`src/rtl/ebfx_pkg.sv`:
```
// ebfx_pkg: types, codes and single-precision helper functions for the
// error-bounded float xor encoder. Depends on nothing; used by every rtl file.
`default_nettype none

package ebfx_pkg;

  localparam logic [31:0] FP_ONE     = 32'h3F80_0000;
  localparam logic [31:0] FP_NEG_ONE = 32'hBF80_0000;
  localparam logic [31:0] FP_QNAN    = 32'h7FC0_0000;
  localparam logic [31:0] FP_INF     = 32'h7F80_0000;

  // configuration register indexes
  localparam logic REG_ERROR_MODE  = 1'b0;
  localparam logic REG_ERROR_LIMIT = 1'b1;

  // adder operand selections
  localparam logic [2:0] ADD_X_PREV = 3'd0;
  localparam logic [2:0] ADD_X_LO   = 3'd1;
  localparam logic [2:0] ADD_X_HI   = 3'd2;
  localparam logic [2:0] ADD_X_MID  = 3'd3;
  localparam logic [2:0] ADD_FLOOR  = 3'd4;
  localparam logic [2:0] ADD_LO_ONE = 3'd5;
  localparam logic [2:0] ADD_LO_HI  = 3'd6;

  // result selections
  localparam logic [2:0] OUT_PREV = 3'd0;
  localparam logic [2:0] OUT_LO   = 3'd1;
  localparam logic [2:0] OUT_HI   = 3'd2;
  localparam logic [2:0] OUT_MID  = 3'd3;
  localparam logic [2:0] OUT_RAW  = 3'd4;

  typedef struct packed {
    logic        special;
    logic [31:0] spec;
    logic        sign;
    logic        sub;
    logic [7:0]  exp;
    logic [27:0] sum;
  } add_mid_t;

  typedef struct packed {
    logic               special;
    logic [31:0]        spec;
    logic               sign;
    logic signed [10:0] exp;
    logic [47:0]        prod;
  } mul_mid_t;

  typedef struct packed {
    logic       load;
    logic       add_go;
    logic [2:0] add_sel;
    logic       mul_go;
    logic       bound_mul;
    logic       lo_floor;
    logic       lo_res;
    logic       hi_res;
    logic       mid_res;
    logic       lo_mid;
    logic       hi_mid;
    logic       out_load;
    logic [2:0] out_sel;
  } dp_cmd_t;

  typedef struct packed {
    logic in_bound;
    logic x_lt_mid;
    logic floor_adj;
    logic first;
    logic mode;
  } dp_status_t;

  function automatic logic is_nan(logic [31:0] a);
    return (a[30:23] == 8'hFF) && (a[22:0] != 23'd0);
  endfunction

  function automatic logic is_inf(logic [31:0] a);
    return (a[30:23] == 8'hFF) && (a[22:0] == 23'd0);
  endfunction

  function automatic logic [31:0] order_key(logic [31:0] a);
    return a[31] ? ~a : {1'b1, a[30:0]};
  endfunction

  function automatic logic fp_le(logic [31:0] a, logic [31:0] b);
    if (is_nan(a) || is_nan(b)) return 1'b0;
    if ((a[30:0] == 31'd0) && (b[30:0] == 31'd0)) return 1'b1;
    return order_key(a) <= order_key(b);
  endfunction

  function automatic logic fp_lt(logic [31:0] a, logic [31:0] b);
    if (is_nan(a) || is_nan(b)) return 1'b0;
    if ((a[30:0] == 31'd0) && (b[30:0] == 31'd0)) return 1'b0;
    return order_key(a) < order_key(b);
  endfunction

  // exact divide by two, round to nearest even when it underflows
  function automatic logic [31:0] fp_halve(logic [31:0] a);
    logic [23:0] sig;
    logic [23:0] r;
    logic        up;
    if (a[30:23] == 8'hFF) return a;
    if (a[30:23] >= 8'd2) return {a[31], a[30:23] - 8'd1, a[22:0]};
    sig = {a[23], a[22:0]};
    up  = sig[0] & sig[1];
    r   = {1'b0, sig[23:1]} + 24'(up);
    return {a[31], 7'd0, r};
  endfunction

  function automatic logic [4:0] lzc27(logic [26:0] v);
    logic [4:0] lz;
    lz = 5'd27;
    for (int i = 0; i < 27; i++) begin
      if (v[i]) lz = 5'(26 - i);
    end
    return lz;
  endfunction

  function automatic logic [5:0] lzc48(logic [47:0] v);
    logic [5:0] lz;
    lz = 6'd48;
    for (int i = 0; i < 48; i++) begin
      if (v[i]) lz = 6'(47 - i);
    end
    return lz;
  endfunction

  // n: hidden bit at 26, guard/round/sticky at [2:0]; e >= 1, n[26] low only when e is 1
  function automatic logic [31:0] round_pack(logic s, logic [9:0] e, logic [26:0] n);
    logic [7:0]  ef;
    logic        up;
    logic [31:0] v;
    if (e >= 10'd255) return {s, FP_INF[30:0]};
    ef = n[26] ? e[7:0] : 8'd0;
    up = n[2] & (n[1] | n[0] | n[3]);
    v  = {1'b0, ef, n[25:3]} + 32'(up);
    return {s, v[30:0]};
  endfunction

  function automatic add_mid_t fp_add_align(logic [31:0] a, logic [31:0] b);
    add_mid_t    r;
    logic [31:0] big;
    logic [31:0] sml;
    logic [7:0]  eb;
    logic [7:0]  es;
    logic [23:0] mb;
    logic [23:0] ms;
    logic [7:0]  d;
    logic [4:0]  dc;
    logic [50:0] tmp;
    logic [26:0] msx;
    r.special = 1'b0;
    r.spec    = 32'd0;
    if (is_nan(a) || is_nan(b)) begin
      r.special = 1'b1;
      r.spec    = FP_QNAN;
    end else if (is_inf(a) && is_inf(b) && (a[31] != b[31])) begin
      r.special = 1'b1;
      r.spec    = FP_QNAN;
    end else if (is_inf(a)) begin
      r.special = 1'b1;
      r.spec    = a;
    end else if (is_inf(b)) begin
      r.special = 1'b1;
      r.spec    = b;
    end
    if (a[30:0] >= b[30:0]) begin
      big = a;
      sml = b;
    end else begin
      big = b;
      sml = a;
    end
    eb  = (big[30:23] == 8'd0) ? 8'd1 : big[30:23];
    es  = (sml[30:23] == 8'd0) ? 8'd1 : sml[30:23];
    mb  = {big[30:23] != 8'd0, big[22:0]};
    ms  = {sml[30:23] != 8'd0, sml[22:0]};
    d   = eb - es;
    dc  = (d > 8'd27) ? 5'd27 : d[4:0];
    tmp = {ms, 27'd0} >> dc;
    msx = {tmp[50:25], tmp[24] | (|tmp[23:0])};
    r.sign = big[31];
    r.sub  = big[31] != sml[31];
    r.exp  = eb;
    if (r.sub) r.sum = {1'b0, mb, 3'd0} - {1'b0, msx};
    else       r.sum = {1'b0, mb, 3'd0} + {1'b0, msx};
    return r;
  endfunction

  function automatic logic [31:0] fp_add_norm(add_mid_t m);
    logic [4:0]  lz;
    logic [7:0]  lim;
    logic [7:0]  sh;
    logic [26:0] n;
    logic [9:0]  e;
    if (m.special) return m.spec;
    if (m.sum == 28'd0) return {m.sign & ~m.sub, 31'd0};
    if (m.sum[27]) begin
      n = {m.sum[27:2], m.sum[1] | m.sum[0]};
      e = {2'b0, m.exp} + 10'd1;
    end else begin
      lz  = lzc27(m.sum[26:0]);
      lim = m.exp - 8'd1;
      sh  = ({3'b0, lz} < lim) ? {3'b0, lz} : lim;
      n   = m.sum[26:0] << sh[4:0];
      e   = {2'b0, m.exp} - {2'b0, sh};
    end
    return round_pack(m.sign, e, n);
  endfunction

  function automatic mul_mid_t fp_mul_pre(logic [31:0] a, logic [31:0] b);
    mul_mid_t r;
    logic     az;
    logic     bz;
    logic     s;
    az = a[30:0] == 31'd0;
    bz = b[30:0] == 31'd0;
    s  = a[31] ^ b[31];
    r.special = 1'b0;
    r.spec    = 32'd0;
    if (is_nan(a) || is_nan(b) || (is_inf(a) && bz) || (is_inf(b) && az)) begin
      r.special = 1'b1;
      r.spec    = FP_QNAN;
    end else if (is_inf(a) || is_inf(b)) begin
      r.special = 1'b1;
      r.spec    = {s, FP_INF[30:0]};
    end else if (az || bz) begin
      r.special = 1'b1;
      r.spec    = {s, 31'd0};
    end
    r.sign = s;
    r.exp  = $signed({3'b0, (a[30:23] == 8'd0) ? 8'd1 : a[30:23]})
           + $signed({3'b0, (b[30:23] == 8'd0) ? 8'd1 : b[30:23]}) - 11'sd127;
    r.prod = {24'd0, a[30:23] != 8'd0, a[22:0]} * {24'd0, b[30:23] != 8'd0, b[22:0]};
    return r;
  endfunction

  function automatic logic [31:0] fp_mul_norm(mul_mid_t m);
    logic [5:0]         lz;
    logic signed [11:0] ep;
    logic signed [11:0] rs;
    logic signed [11:0] amt;
    logic signed [11:0] neg;
    logic [5:0]         rsh;
    logic [95:0]        t;
    logic [47:0]        q;
    logic               st;
    logic [9:0]         ef;
    logic [26:0]        n;
    if (m.special) return m.spec;
    lz  = lzc48(m.prod);
    ep  = $signed({m.exp[10], m.exp}) + 12'sd1 - $signed({6'd0, lz});
    st  = 1'b0;
    q   = m.prod;
    rs  = 12'sd0;
    amt = 12'sd0;
    neg = 12'sd0;
    rsh = 6'd0;
    t   = 96'd0;
    if (ep >= 12'sd1) begin
      ef = (ep >= 12'sd255) ? 10'd255 : ep[9:0];
      q  = m.prod << lz;
    end else begin
      ef  = 10'd1;
      rs  = 12'sd1 - ep;
      amt = $signed({6'd0, lz}) - rs;
      if (amt >= 12'sd0) begin
        q = m.prod << amt[5:0];
      end else begin
        neg = -amt;
        rsh = (neg > 12'sd49) ? 6'd49 : neg[5:0];
        t   = {m.prod, 48'd0} >> rsh;
        q   = t[95:48];
        st  = |t[47:0];
      end
    end
    n = {q[47:22], q[21] | (|q[20:0]) | st};
    return round_pack(m.sign, ef, n);
  endfunction

endpackage

`default_nettype wire

```
`src/rtl/ebfx_datapath.sv`:
```
// ebfx_datapath: configuration registers, sample registers, two-stage float
// adder, two-stage multiplier and result register. Depends on ebfx_pkg.
`default_nettype none

module ebfx_datapath (
  input  wire logic                clk,
  input  wire logic                rst,
  input  wire logic                cfg_we,
  input  wire logic                cfg_index,
  input  wire logic [31:0]         cfg_data,
  input  wire logic [31:0]         value_bits,
  input  wire logic                first_of_block,
  input  wire ebfx_pkg::dp_cmd_t   cmd,
  output ebfx_pkg::dp_status_t     status,
  output logic [31:0]              xor_bits,
  output logic [31:0]              approx_bits,
  output logic                     search_exhausted
);

  logic                 error_mode;
  logic [31:0]          error_limit;
  logic [31:0]          x;
  logic                 first;
  logic [31:0]          bound;
  logic [31:0]          prev;
  logic [31:0]          lo;
  logic [31:0]          hi;
  logic [31:0]          mid;
  logic [31:0]          res;
  ebfx_pkg::add_mid_t   am;
  ebfx_pkg::mul_mid_t   mm;
  logic [31:0]          op_a;
  logic [31:0]          op_b;
  logic [31:0]          ft;
  logic                 fadj;
  logic [31:0]          fmask;
  logic [31:0]          approx;

  always_ff @(posedge clk) begin
    if (rst) begin
      error_mode  <= 1'b0;
      error_limit <= 32'd0;
    end else if (cfg_we) begin
      unique case (cfg_index)
        ebfx_pkg::REG_ERROR_MODE:  error_mode  <= cfg_data[0];
        ebfx_pkg::REG_ERROR_LIMIT: error_limit <= cfg_data;
        default: ;
      endcase
    end
  end

  // floor: truncate fraction; negative non-integers |x|>=1 need a -1 add
  always_comb begin
    ft    = x;
    fadj  = 1'b0;
    fmask = 32'd0;
    if (x[30:23] >= 8'd150) begin
      ft = x;
    end else if (x[30:23] < 8'd127) begin
      if (x[30:0] == 31'd0) ft = x;
      else ft = x[31] ? ebfx_pkg::FP_NEG_ONE : 32'd0;
    end else begin
      fmask = (32'd1 << (8'd150 - x[30:23])) - 32'd1;
      if ((x & fmask) != 32'd0) begin
        ft   = x & ~fmask;
        fadj = x[31];
      end
    end
  end

  always_comb begin
    op_a = x;
    op_b = {~prev[31], prev[30:0]};
    case (cmd.add_sel)
      ebfx_pkg::ADD_X_PREV: op_b = {~prev[31], prev[30:0]};
      ebfx_pkg::ADD_X_LO:   op_b = {~lo[31], lo[30:0]};
      ebfx_pkg::ADD_X_HI:   op_b = {~hi[31], hi[30:0]};
      ebfx_pkg::ADD_X_MID:  op_b = {~mid[31], mid[30:0]};
      ebfx_pkg::ADD_FLOOR: begin
        op_a = ft;
        op_b = ebfx_pkg::FP_NEG_ONE;
      end
      ebfx_pkg::ADD_LO_ONE: begin
        op_a = lo;
        op_b = ebfx_pkg::FP_ONE;
      end
      ebfx_pkg::ADD_LO_HI: begin
        op_a = lo;
        op_b = hi;
      end
      default: ;
    endcase
  end

  always_ff @(posedge clk) begin
    if (cmd.add_go) am <= ebfx_pkg::fp_add_align(op_a, op_b);
    res <= ebfx_pkg::fp_add_norm(am);
    if (cmd.mul_go) mm <= ebfx_pkg::fp_mul_pre(error_limit, {1'b0, x[30:0]});
  end

  always_ff @(posedge clk) begin
    if (cmd.load) begin
      x     <= value_bits;
      first <= first_of_block;
      bound <= error_limit;
    end
    if (cmd.bound_mul) bound <= ebfx_pkg::fp_mul_norm(mm);
    if (cmd.lo_floor)  lo <= ft;
    if (cmd.lo_res)    lo <= res;
    if (cmd.lo_mid)    lo <= mid;
    if (cmd.hi_res)    hi <= res;
    if (cmd.hi_mid)    hi <= mid;
    if (cmd.mid_res)   mid <= ebfx_pkg::fp_halve(res);
  end

  always_comb begin
    case (cmd.out_sel)
      ebfx_pkg::OUT_PREV: approx = prev;
      ebfx_pkg::OUT_LO:   approx = lo;
      ebfx_pkg::OUT_HI:   approx = hi;
      ebfx_pkg::OUT_MID:  approx = mid;
      default:            approx = x;
    endcase
  end

  always_ff @(posedge clk) begin
    if (rst) begin
      prev <= 32'd0;
    end else if (cmd.out_load) begin
      prev <= approx;
    end
  end

  always_ff @(posedge clk) begin
    if (cmd.out_load) begin
      approx_bits      <= approx;
      xor_bits         <= first ? approx : (approx ^ prev);
      search_exhausted <= cmd.out_sel == ebfx_pkg::OUT_RAW;
    end
  end

  always_comb begin
    status.in_bound  = ebfx_pkg::fp_le({1'b0, res[30:0]}, bound);
    status.x_lt_mid  = ebfx_pkg::fp_lt(x, mid);
    status.floor_adj = fadj;
    status.first     = first;
    status.mode      = error_mode;
  end

endmodule

`default_nettype wire

```
`src/rtl/ebfx_ctrl.sv`:
```
// ebfx_ctrl: state machine that sequences the relative-mode bound multiply, reuse test,
// floor, bisection and result handoff. Depends on ebfx_pkg.
`default_nettype none

module ebfx_ctrl #(
  parameter int MAX_STEPS = 160
) (
  input  wire logic                 clk,
  input  wire logic                 rst,
  input  wire logic                 s_tvalid,
  output logic                      s_tready,
  output logic                      m_tvalid,
  input  wire logic                 m_tready,
  input  wire ebfx_pkg::dp_status_t status,
  output ebfx_pkg::dp_cmd_t         cmd
);

  localparam int STEP_W = $clog2(MAX_STEPS);

  localparam logic [4:0] S_IDLE     = 5'd0;
  localparam logic [4:0] S_MUL      = 5'd1;
  localparam logic [4:0] S_MULB     = 5'd2;
  localparam logic [4:0] S_PREV     = 5'd3;
  localparam logic [4:0] S_WAIT     = 5'd4;
  localparam logic [4:0] S_CHKPREV  = 5'd5;
  localparam logic [4:0] S_FLOOR    = 5'd6;
  localparam logic [4:0] S_FLOORSET = 5'd7;
  localparam logic [4:0] S_TLO      = 5'd8;
  localparam logic [4:0] S_CHKLO    = 5'd9;
  localparam logic [4:0] S_HISET    = 5'd10;
  localparam logic [4:0] S_THI      = 5'd11;
  localparam logic [4:0] S_CHKHI    = 5'd12;
  localparam logic [4:0] S_SUM      = 5'd13;
  localparam logic [4:0] S_MIDSET   = 5'd14;
  localparam logic [4:0] S_TMID     = 5'd15;
  localparam logic [4:0] S_CHKMID   = 5'd16;
  localparam logic [4:0] S_DONE     = 5'd17;

  logic [4:0]        state;
  logic [4:0]        state_next;
  logic [4:0]        ret;
  logic [4:0]        ret_next;
  logic [STEP_W-1:0] step;
  logic [STEP_W-1:0] step_next;
  logic [2:0]        osel;
  logic [2:0]        osel_next;

  // no transaction is taken while reset is held
  assign s_tready = (state == S_IDLE) && !rst;

  always_comb begin
    cmd         = '0;
    cmd.out_sel = osel;
    state_next  = state;
    ret_next    = ret;
    step_next   = step;
    osel_next   = osel;
    unique case (state)
      S_IDLE: begin
        if (s_tvalid) begin
          cmd.load   = 1'b1;
          state_next = status.mode ? S_MUL : S_PREV;
        end
      end
      S_MUL: begin
        cmd.mul_go = 1'b1;
        state_next = S_MULB;
      end
      S_MULB: begin
        cmd.bound_mul = 1'b1;
        state_next    = S_PREV;
      end
      S_PREV: begin
        if (status.first) begin
          state_next = S_FLOOR;
        end else begin
          cmd.add_go  = 1'b1;
          cmd.add_sel = ebfx_pkg::ADD_X_PREV;
          ret_next    = S_CHKPREV;
          state_next  = S_WAIT;
        end
      end
      S_WAIT: state_next = ret;
      S_CHKPREV: begin
        if (status.in_bound) begin
          osel_next  = ebfx_pkg::OUT_PREV;
          state_next = S_DONE;
        end else begin
          state_next = S_FLOOR;
        end
      end
      S_FLOOR: begin
        if (status.floor_adj) begin
          cmd.add_go  = 1'b1;
          cmd.add_sel = ebfx_pkg::ADD_FLOOR;
          ret_next    = S_FLOORSET;
          state_next  = S_WAIT;
        end else begin
          cmd.lo_floor = 1'b1;
          state_next   = S_TLO;
        end
      end
      S_FLOORSET: begin
        cmd.lo_res = 1'b1;
        state_next = S_TLO;
      end
      S_TLO: begin
        cmd.add_go  = 1'b1;
        cmd.add_sel = ebfx_pkg::ADD_X_LO;
        ret_next    = S_CHKLO;
        state_next  = S_WAIT;
      end
      S_CHKLO: begin
        if (status.in_bound) begin
          osel_next  = ebfx_pkg::OUT_LO;
          state_next = S_DONE;
        end else begin
          cmd.add_go  = 1'b1;
          cmd.add_sel = ebfx_pkg::ADD_LO_ONE;
          ret_next    = S_HISET;
          state_next  = S_WAIT;
        end
      end
      S_HISET: begin
        cmd.hi_res = 1'b1;
        state_next = S_THI;
      end
      S_THI: begin
        cmd.add_go  = 1'b1;
        cmd.add_sel = ebfx_pkg::ADD_X_HI;
        ret_next    = S_CHKHI;
        state_next  = S_WAIT;
      end
      S_CHKHI: begin
        if (status.in_bound) begin
          osel_next  = ebfx_pkg::OUT_HI;
          state_next = S_DONE;
        end else begin
          step_next  = '0;
          state_next = S_SUM;
        end
      end
      S_SUM: begin
        cmd.add_go  = 1'b1;
        cmd.add_sel = ebfx_pkg::ADD_LO_HI;
        ret_next    = S_MIDSET;
        state_next  = S_WAIT;
      end
      S_MIDSET: begin
        cmd.mid_res = 1'b1;
        state_next  = S_TMID;
      end
      S_TMID: begin
        cmd.add_go  = 1'b1;
        cmd.add_sel = ebfx_pkg::ADD_X_MID;
        ret_next    = S_CHKMID;
        state_next  = S_WAIT;
      end
      S_CHKMID: begin
        if (status.in_bound) begin
          osel_next  = ebfx_pkg::OUT_MID;
          state_next = S_DONE;
        end else begin
          if (status.x_lt_mid) cmd.hi_mid = 1'b1;
          else                 cmd.lo_mid = 1'b1;
          if (step == STEP_W'(MAX_STEPS - 1)) begin
            osel_next  = ebfx_pkg::OUT_RAW;
            state_next = S_DONE;
          end else begin
            step_next  = step + 1'b1;
            state_next = S_SUM;
          end
        end
      end
      S_DONE: begin
        // hold until the result register is free
        if (!m_tvalid || m_tready) begin
          cmd.out_load = 1'b1;
          state_next   = S_IDLE;
        end
      end
      default: state_next = S_IDLE;
    endcase
  end

  always_ff @(posedge clk) begin
    if (rst) begin
      state    <= S_IDLE;
      ret      <= S_IDLE;
      step     <= '0;
      osel     <= ebfx_pkg::OUT_RAW;
      m_tvalid <= 1'b0;
    end else begin
      state <= state_next;
      ret   <= ret_next;
      step  <= step_next;
      osel  <= osel_next;
      if (cmd.out_load)  m_tvalid <= 1'b1;
      else if (m_tready) m_tvalid <= 1'b0;
    end
  end

endmodule

`default_nettype wire

```
`src/rtl/error_bounded_float_xor_encoder_core.sv`:
```
// Usage: samples enter on the s_ stream (tdata = value bits, tuser = first of
// block) and results leave on the m_ stream, one result per sample.
// Configuration: cfg_we writes cfg_data to register cfg_index (0 error mode,
// 1 error limit bits); the user writes only while the block is idle, which the block does not enforce.
// Sequence: a sample ends soonest when the previous value is reused and
// longest when the bisection runs all MAX_STEPS steps; each bisection step
// makes two passes through the shared two-stage float adder, and relative
// mode adds the bound multiply before the reuse test.
// Throughput: one sample at a time; s_tready is high only while idle.
// The result register holds a finished transaction, so the next sample is
// taken while the receiver stalls; a second result waits in the last state
// until the register drains.
// Reset (rst, synchronous): clears the state machine, the previous
// approximation and both configuration registers; no clearing pass.
`default_nettype none

module error_bounded_float_xor_encoder_core #(
  parameter int MAX_STEPS = 160
) (
  input  wire logic        clk,
  input  wire logic        rst,
  input  wire logic        cfg_we,
  input  wire logic        cfg_index,
  input  wire logic [31:0] cfg_data,
  input  wire logic        s_tvalid,
  output logic             s_tready,
  input  wire logic [31:0] s_tdata,   // [31:0] value_bits
  input  wire logic [0:0]  s_tuser,   // [0] first_of_block
  output logic             m_tvalid,
  input  wire logic        m_tready,
  output logic [63:0]      m_tdata,   // [31:0] xor_bits, [63:32] approx_bits
  output logic [0:0]       m_tuser    // [0] search_exhausted
);

  ebfx_pkg::dp_cmd_t    cmd;
  ebfx_pkg::dp_status_t status;
  logic [31:0]          xor_bits;
  logic [31:0]          approx_bits;
  logic                 search_exhausted;

  ebfx_ctrl #(
    .MAX_STEPS (MAX_STEPS)
  ) u_ctrl (
    .clk      (clk),
    .rst      (rst),
    .s_tvalid (s_tvalid),
    .s_tready (s_tready),
    .m_tvalid (m_tvalid),
    .m_tready (m_tready),
    .status   (status),
    .cmd      (cmd)
  );

  ebfx_datapath u_datapath (
    .clk              (clk),
    .rst              (rst),
    .cfg_we           (cfg_we),
    .cfg_index        (cfg_index),
    .cfg_data         (cfg_data),
    .value_bits       (s_tdata),
    .first_of_block   (s_tuser[0]),
    .cmd              (cmd),
    .status           (status),
    .xor_bits         (xor_bits),
    .approx_bits      (approx_bits),
    .search_exhausted (search_exhausted)
  );

  assign m_tdata = {approx_bits, xor_bits};
  assign m_tuser = search_exhausted;

endmodule

`default_nettype wire
```
`config.mk`:
```
export PLATFORM = sky130hd
export DESIGN_NAME = error_bounded_float_xor_encoder_core
export DESIGN_NICKNAME = d
export VERILOG_FILES = /design/src/rtl/ebfx_pkg.sv /design/src/rtl/ebfx_datapath.sv /design/src/rtl/ebfx_ctrl.sv /design/src/rtl/error_bounded_float_xor_encoder_core.sv
export SDC_FILE = /design/constraint.sdc
export NUM_CORES = 2
export LEC_CHECK = 0
export ABC_AREA = 1
export ABC_CLOCK_PERIOD_IN_PS = 14200
export BUFFER_PORTS_ARGS = -buffer_cell sky130_fd_sc_hd__clkbuf_2
export CORE_AREA = 2 2 420 526
export CTS_CLUSTER_SIZE = 28
export DETAILED_ROUTE_END_ITERATION = 8
export DIE_AREA = 0 0 422 528
export PLACE_DENSITY = 0.4
export SLEW_MARGIN = 10
export SYNTH_ARGS = -nofsm -noshare
export SYNTH_HDL_FRONTEND = slang
export SYNTH_SLANG_ARGS = --single-unit
```
`constraint.sdc`:
```
create_clock -name clk -period 14.2 [get_ports clk]
set_input_delay 1.42 -clock clk [delete_from_list [all_inputs] [get_ports clk]]
set_output_delay 1.42 -clock clk [all_outputs]
set_load 0.05 [all_outputs]
```
# == Word level (Yosys, flattened, before mapping) ==
# Cells that the tools add are included.
# word_totals
elab_cells,451
output_inout_bits,67
reg_bits,509
# classes
shift,6
n_addsub,20
order_cmp,14
reduce_logical,78
bitwise_logic,25
muxes,228
n_mul,1
n_eq_ne,49
# ops
operator,count
32-bit two-way mux,36
5-bit two-way mux,46
6-bit two-way mux,35
48-bit two-way mux,4
32-bit one-hot mux with 6 select lines,1
23-bit nonzero test,7
31-bit logical NOT,5
32-bit NOT,4
32-bit one-hot mux with 4 select lines,1
48-bit by 6-bit << shifter with 48-bit output,2
96-bit by 6-bit right shift with 96-bit output,1
23-bit logical NOT,4
27-bit two-way mux,3
8-bit two-way mux,10
5-bit one-hot mux with 15 select lines,1
10-bit two-way mux,7
33-bit two-way mux,2
32-bit AND,2
8-bit equality test (second input constant),8
32-bit one-hot mux with 2 select lines,1
31-bit by 1-bit adder with 31-bit output,2
1-bit two-way mux,53
51-bit by 5-bit right shift with 51-bit output,1
24-bit by 24-bit multiplier with 48-bit output,1
other kinds (78),184

# == Logic depth before layout (Yosys ltp) ==
# logic_depth
ltp_word,71
ltp_mapped,114
ltp_nobuf,110

# == Modules after synthesis ==
# Synthesis repeated with hierarchy kept, for this count alone.
# unflattened
hier_cells,9459
hier_area_um2,65494.1
# modules_own_cells
mod,n_inst,seq_area_each_um2,area_each_um2,cells_per_inst
ebfx_datapath,1,12752.2,64022.7,9214
ebfx_ctrl,1,440.4,1471.4,245

# == Least setup slack after synthesis ==
# OpenSTA, ideal clock, no wires.
# synth_timing
path_kind,register to register
start,reg u_datapath.x[24]
end,"reg u_datapath.am[26] (netlist bit), data pin"
synth_period_minus_slack_ps,12062
arrival_time_ps,11810
stages_incl_launch_ff,97
slack_ps,2138
required_time_ps,13948
cell_sequence,edfxtp_1 ha_1 nand2_1 nand2_2 a21oi_2 xor2_1 nand2_1 nor2_1 nand2_1 nor2_1 nand2_1 nor2_1 nand2_2 ha_1 nand3_2 nor3_2 inv_2 nor2_2 [... 61 more ...] a21oi_1 o21bai_1 nand3_1 nand2_1 nand3_1 nand2_1 nand3_1 nand2_1 a221o_1 nand3_1 nand2_1 nand3_1 nand2_1 nand3_1 nand2_1 xor2_1 nand2_1 nand2_1
# synth_via
elab_chain_len,26
word_cells_on_any_way,49
# synth_rtl
item,line_no,text
start: declaration,ebfx_datapath.sv:22,logic [31:0] x;
start signal: assignment,ebfx_datapath.sv:103,x <= value_bits;
8-bit subtractor,ebfx_datapath.sv:63,fmask = (32'd1 << (8'd150 - x[30:23])) - 32'd1;
1-bit by 8-bit << shifter with 32-bit output,ebfx_datapath.sv:63,
32-bit by 1-bit subtractor with 32-bit output,ebfx_datapath.sv:63,
32-bit AND,ebfx_datapath.sv:64,if ((x & fmask) != 32'd0) begin
32-bit nonzero test,ebfx_datapath.sv:64,
1-bit two-way mux,ebfx_datapath.sv:64,
1-bit two-way mux,ebfx_datapath.sv:59,end else if (x[30:23] < 8'd127) begin
1-bit two-way mux,ebfx_datapath.sv:57,if (x[30:23] >= 8'd150) begin
[... 10 more ...],--,
8-bit subtractor,ebfx_pkg.sv:178,d = eb - es;
8-bit by 5-bit > comparator with 1-bit output,ebfx_pkg.sv:179,dc = (d > 8'd27) ? 5'd27 : d[4:0];
5-bit two-way mux,ebfx_pkg.sv:179,
51-bit by 5-bit right shift with 51-bit output,ebfx_pkg.sv:180,"tmp = {ms, 27'd0} >> dc;"
24-bit OR reduction,ebfx_pkg.sv:181,"msx = {tmp[50:25], tmp[24] | (|tmp[23:0])};"
1-bit OR,ebfx_pkg.sv:181,
27-bit by 27-bit adder with 28-bit output or 27-bit by 27-bit subtractor with 28-bit output (tied branches),"ebfx_pkg.sv:186, ebfx_pkg.sv:185",
28-bit two-way mux *,ebfx_pkg.sv:185,"if (r.sub) r.sum = {1'b0, mb, 3'd0} - {1'b0, msx};"
end signal: assignment,ebfx_datapath.sv:96,"if (cmd.add_go) am <= ebfx_pkg::fp_add_align(op_a, op_b);"
end: declaration,ebfx_datapath.sv:30,ebfx_pkg::add_mid_t am;
# Every way passes the cells marked *; elsewhere a longest branch is shown, timed or not. The select of a mux whose other input is x is not followed.
# A chain may end at the register's enable or synchronous reset.

# == Worst setup path in the final report ==
# layout_timing
start,reg u_datapath.x[23]
end,"reg u_datapath.am[27] (netlist bit), data pin"
# The elaborated chain is that of the path after synthesis.

==> impl_metrics.yaml <==
synth:
  largest_family_of_logic_cells_by_synthesized_area: "simple AND/OR/NAND/NOR gates"
  ys_top_cells_by_area: "edfxtp_1 (17%), fa_1 (15%), nand2_1 (14%)"
  synth.ff_latch_count: 480
  syn-instance-count: 9403
  postSynth.asyncResetShare_pct: 0
  postSynthAreaPerCell_um2: 6.92
  most_common_cell_in_the_synthesized_netlist: "nand2_1"
  complex_gate_fraction_of_the_synthesized_area_pct: 14.2
  synth_cell_types: 81
  adder_cell_fraction_of_synth_area_pct: 22.6
  yosys.area_share.simple_pct: 25.9
  synthTopCellsByCount: "nand2_1 (2,470), inv_1 (1,554), o21ai_0 (796), nand3_1 (607), nor2_1 (587)"
  synth_top_cell_by_area: "edfxtp_1"
  ys_seq_area_share_pct: 20.3
  synth-edff-count: 361
  post_synthesis_xor_xnor_area_fraction_pct: 3.74
  post_synth_mux_area_share_pct: 0.862
  combined_area_of_all_synthesized_cells_um2: 65100
  fraction_of_synthesized_cell_area_taken_by_the_top_area_cell_type_pct: 16.7
  yosys_warnings: 0
  ys.flop_type: "edfxtp_1"
clock_tree:
  clk_transition_reported_paths_ps: 60
  cts_tree: "yes"
  cts_hold_buf: 0
  cts.root.buffer_cell: "clkbuf_16"
  numClockSinks: 480
  cts-htree-levels: 2
  clk-insertion-delay-late_ps: 750
  clock_tree.buffer_depth: 3
  cts-buffers-inserted: 60
hold_path:
  worstHoldPathType: "reg -> reg"
die:
  dieHeight_um: 528
  floorplan.die.width_um: 422
  placement_rows: 192
  top_level_ports: 138
  initial_core_util_pct: 29.8
  die_area_um2: 223000
  core_um2: 218000
timing:
  final.period_utilization_pct: 92.9
  grt_setup_unrepaired: "yes"
  worst_slew_margin_rel_pct: 14.0
  report.final.setup_viol: 0
  final_max_slew_viol_count: 0
  worst_slew_pin_slew_ps: 1280
  final_hold_violation_count: 0
  fmax_ghz: 0.0758
  fin_skew_ps: 95.6
  layout_min_cycle_time_ps: 13190
  whs_ps: 444
layout:
  layout.core_utilization_pct: 33.6
  area_growth_syn_to_layout_pct: 12.8
  nets: 10600
  num-fill-cells: 24100
  layout-drive-gt1-share_pct: 8.97
grt:
  grt_pass1_vias: 64600
  antenna_found_initial: 13
  global_route_wire_length_before_repair_um: 446000
  grt_start_max_net_pins: 68
  grt_overflow_total: 0
  global_route.usage.total_pct: 26.9
setup_path:
  critical_path.slowest_cell: "edfxtp_1"
  critPathTopFamily: "simple AND/OR/NAND/NOR gates"
  critical_path_class: "reg -> reg"
  crit_required_ps: 14650
  cp_slowest_stage_delay_ps: 390
  cp-end-kind: "register"
  cpMostUsedCell: "nand2_1"
  arrival_ps: 13640
  start_kind: "register"
  path_buf_inv: 14
  critical_path.max_fanout: 9
drt:
  routed_via_density: 5.15
  detail_route.wirelength_um: 307000
  detail_route.wl_per_cell_um: 24.4
  initialDrtViolationCount: 5384
  drtPass1Iterations: 6
  ant_nets: 0
  num_vias: 64700
  drc: 0
placement:
  number_of_buffer_cells_added_on_primary_ports: 137
  weighted_congestion_reported_at_the_end_of_routability_driven_placement: 0.980
  place.detailed.hpwl_um: 247000
flow_run:
  max_cap_violations: 0
outcome:
  status: "finished, final reports clean"
[stage by stage]
step                      setup WS [ps]  setup TNS (ps)  cell area, um2  instances
final                              1010               0           73400      12600
after global routing              -39.6           -39.6           73300      12600
after CTS                           254               0           73000      12500
after detailed placement            350               0           71000      12400
after global placement              399               0           71000      12400
after floorplan                    2140               0           65100       9424
[final timing paths]
| path | start | end | slack, ps | cells after the start |
|---|---|---|---|---|
| hold / removal | u_datapath.am[48] | u_datapath.res[10] | 440 | 2 |
| hold reg to reg | u_datapath.am[48] | u_datapath.res[10] | 440 | 2 |
| setup reg to reg | u_datapath.x[23] | u_datapath.am[27] | 1010 | 104 |
| setup / recovery | u_datapath.x[23] | u_datapath.am[27] | 1010 | 104 |
[cell families after synthesis]
kind of cell / Yosys count
AOI/OAI and AO/OA: 1609
xor gates and xnor gates: 278
adders and majority gates: 884
buffers and inverters: 2079
DFF: 480
muxes: 56
other: 2
and+or+nand+nor: 4015
[what timing repair did]
item,CTS,global route
buffers inserted,0,16
resized for setup,0,53
setup endpoints to repair,0,15
[layout make-up]
| type | instances | area [um2] | area share (%) |
|---|---|---|---|
| timing repair buffer | 602 | 4270 | 5.82 |
| multi-input combinational | 6865 | 44100 | 60.2 |
| sequential | 480 | 13200 | 18.0 |
| antenna | 8 | 20.0 | 0.0273 |
| clock buffer | 71 | 1580 | 2.16 |
| inverter | 1587 | 5980 | 8.15 |
| clock inverter | 43 | 498 | 0.679 |
| tap | 2910 | 3640 | 4.96 |
[tightest hold or removal path, delay by kind of cell (launching register included)]
kind             cells  cell delay [ps]
flip-flops           1              320
AND/OR/NAND/NOR      2              100
[metal layers]
metal	GRT usage, %	wire length [um]	vias up
met5	0	33	-
met4	9.87	12500	4
met3	2.05	13400	377
met2	45.1	144000	1858
met1	36.2	137000	31800
li1	-	-	30700
[sequential cells by signal, summed over array words and instances (netlist names), 8 cells and up]
| name | count |
|---|---|
| u_datapath.lo | 32 |
| u_ctrl.step | 8 |
| u_datapath.bound | 32 |
| u_datapath.hi | 32 |
| u_datapath.mm | 64 |
| u_datapath.am | 71 |
| u_datapath.x | 32 |
| u_datapath.error_limit | 32 |
| u_datapath.xor_bits | 32 |
| u_datapath.mid | 32 |
| u_datapath.res | 32 |
| u_datapath.approx_bits | 32 |
| u_datapath.prev | 32 |
[cell usage in the layout (no fill, tap or decap), types with 49 or more instances in the layout]
cell	n
xnor2_1	93
nand3_1	603
o21ai_1	55
o22ai_1	49
xor2_1	183
nand4_1	120
ha_1	395
nor3_1	68
nor2_1	575
o21ai_0	777
dfxtp_1	114
edfxtp_1	361
mux2i_1	56
inv_1	1550
a21oi_1	363
fa_1	487
nor4_1	55
clkbuf_16	60
clkbuf_2	137
nand2_1	2463
buf_4	455
Power is not shown: default switching activity piles up to over one toggle a cycle in this logic, so the estimate is an artifact.
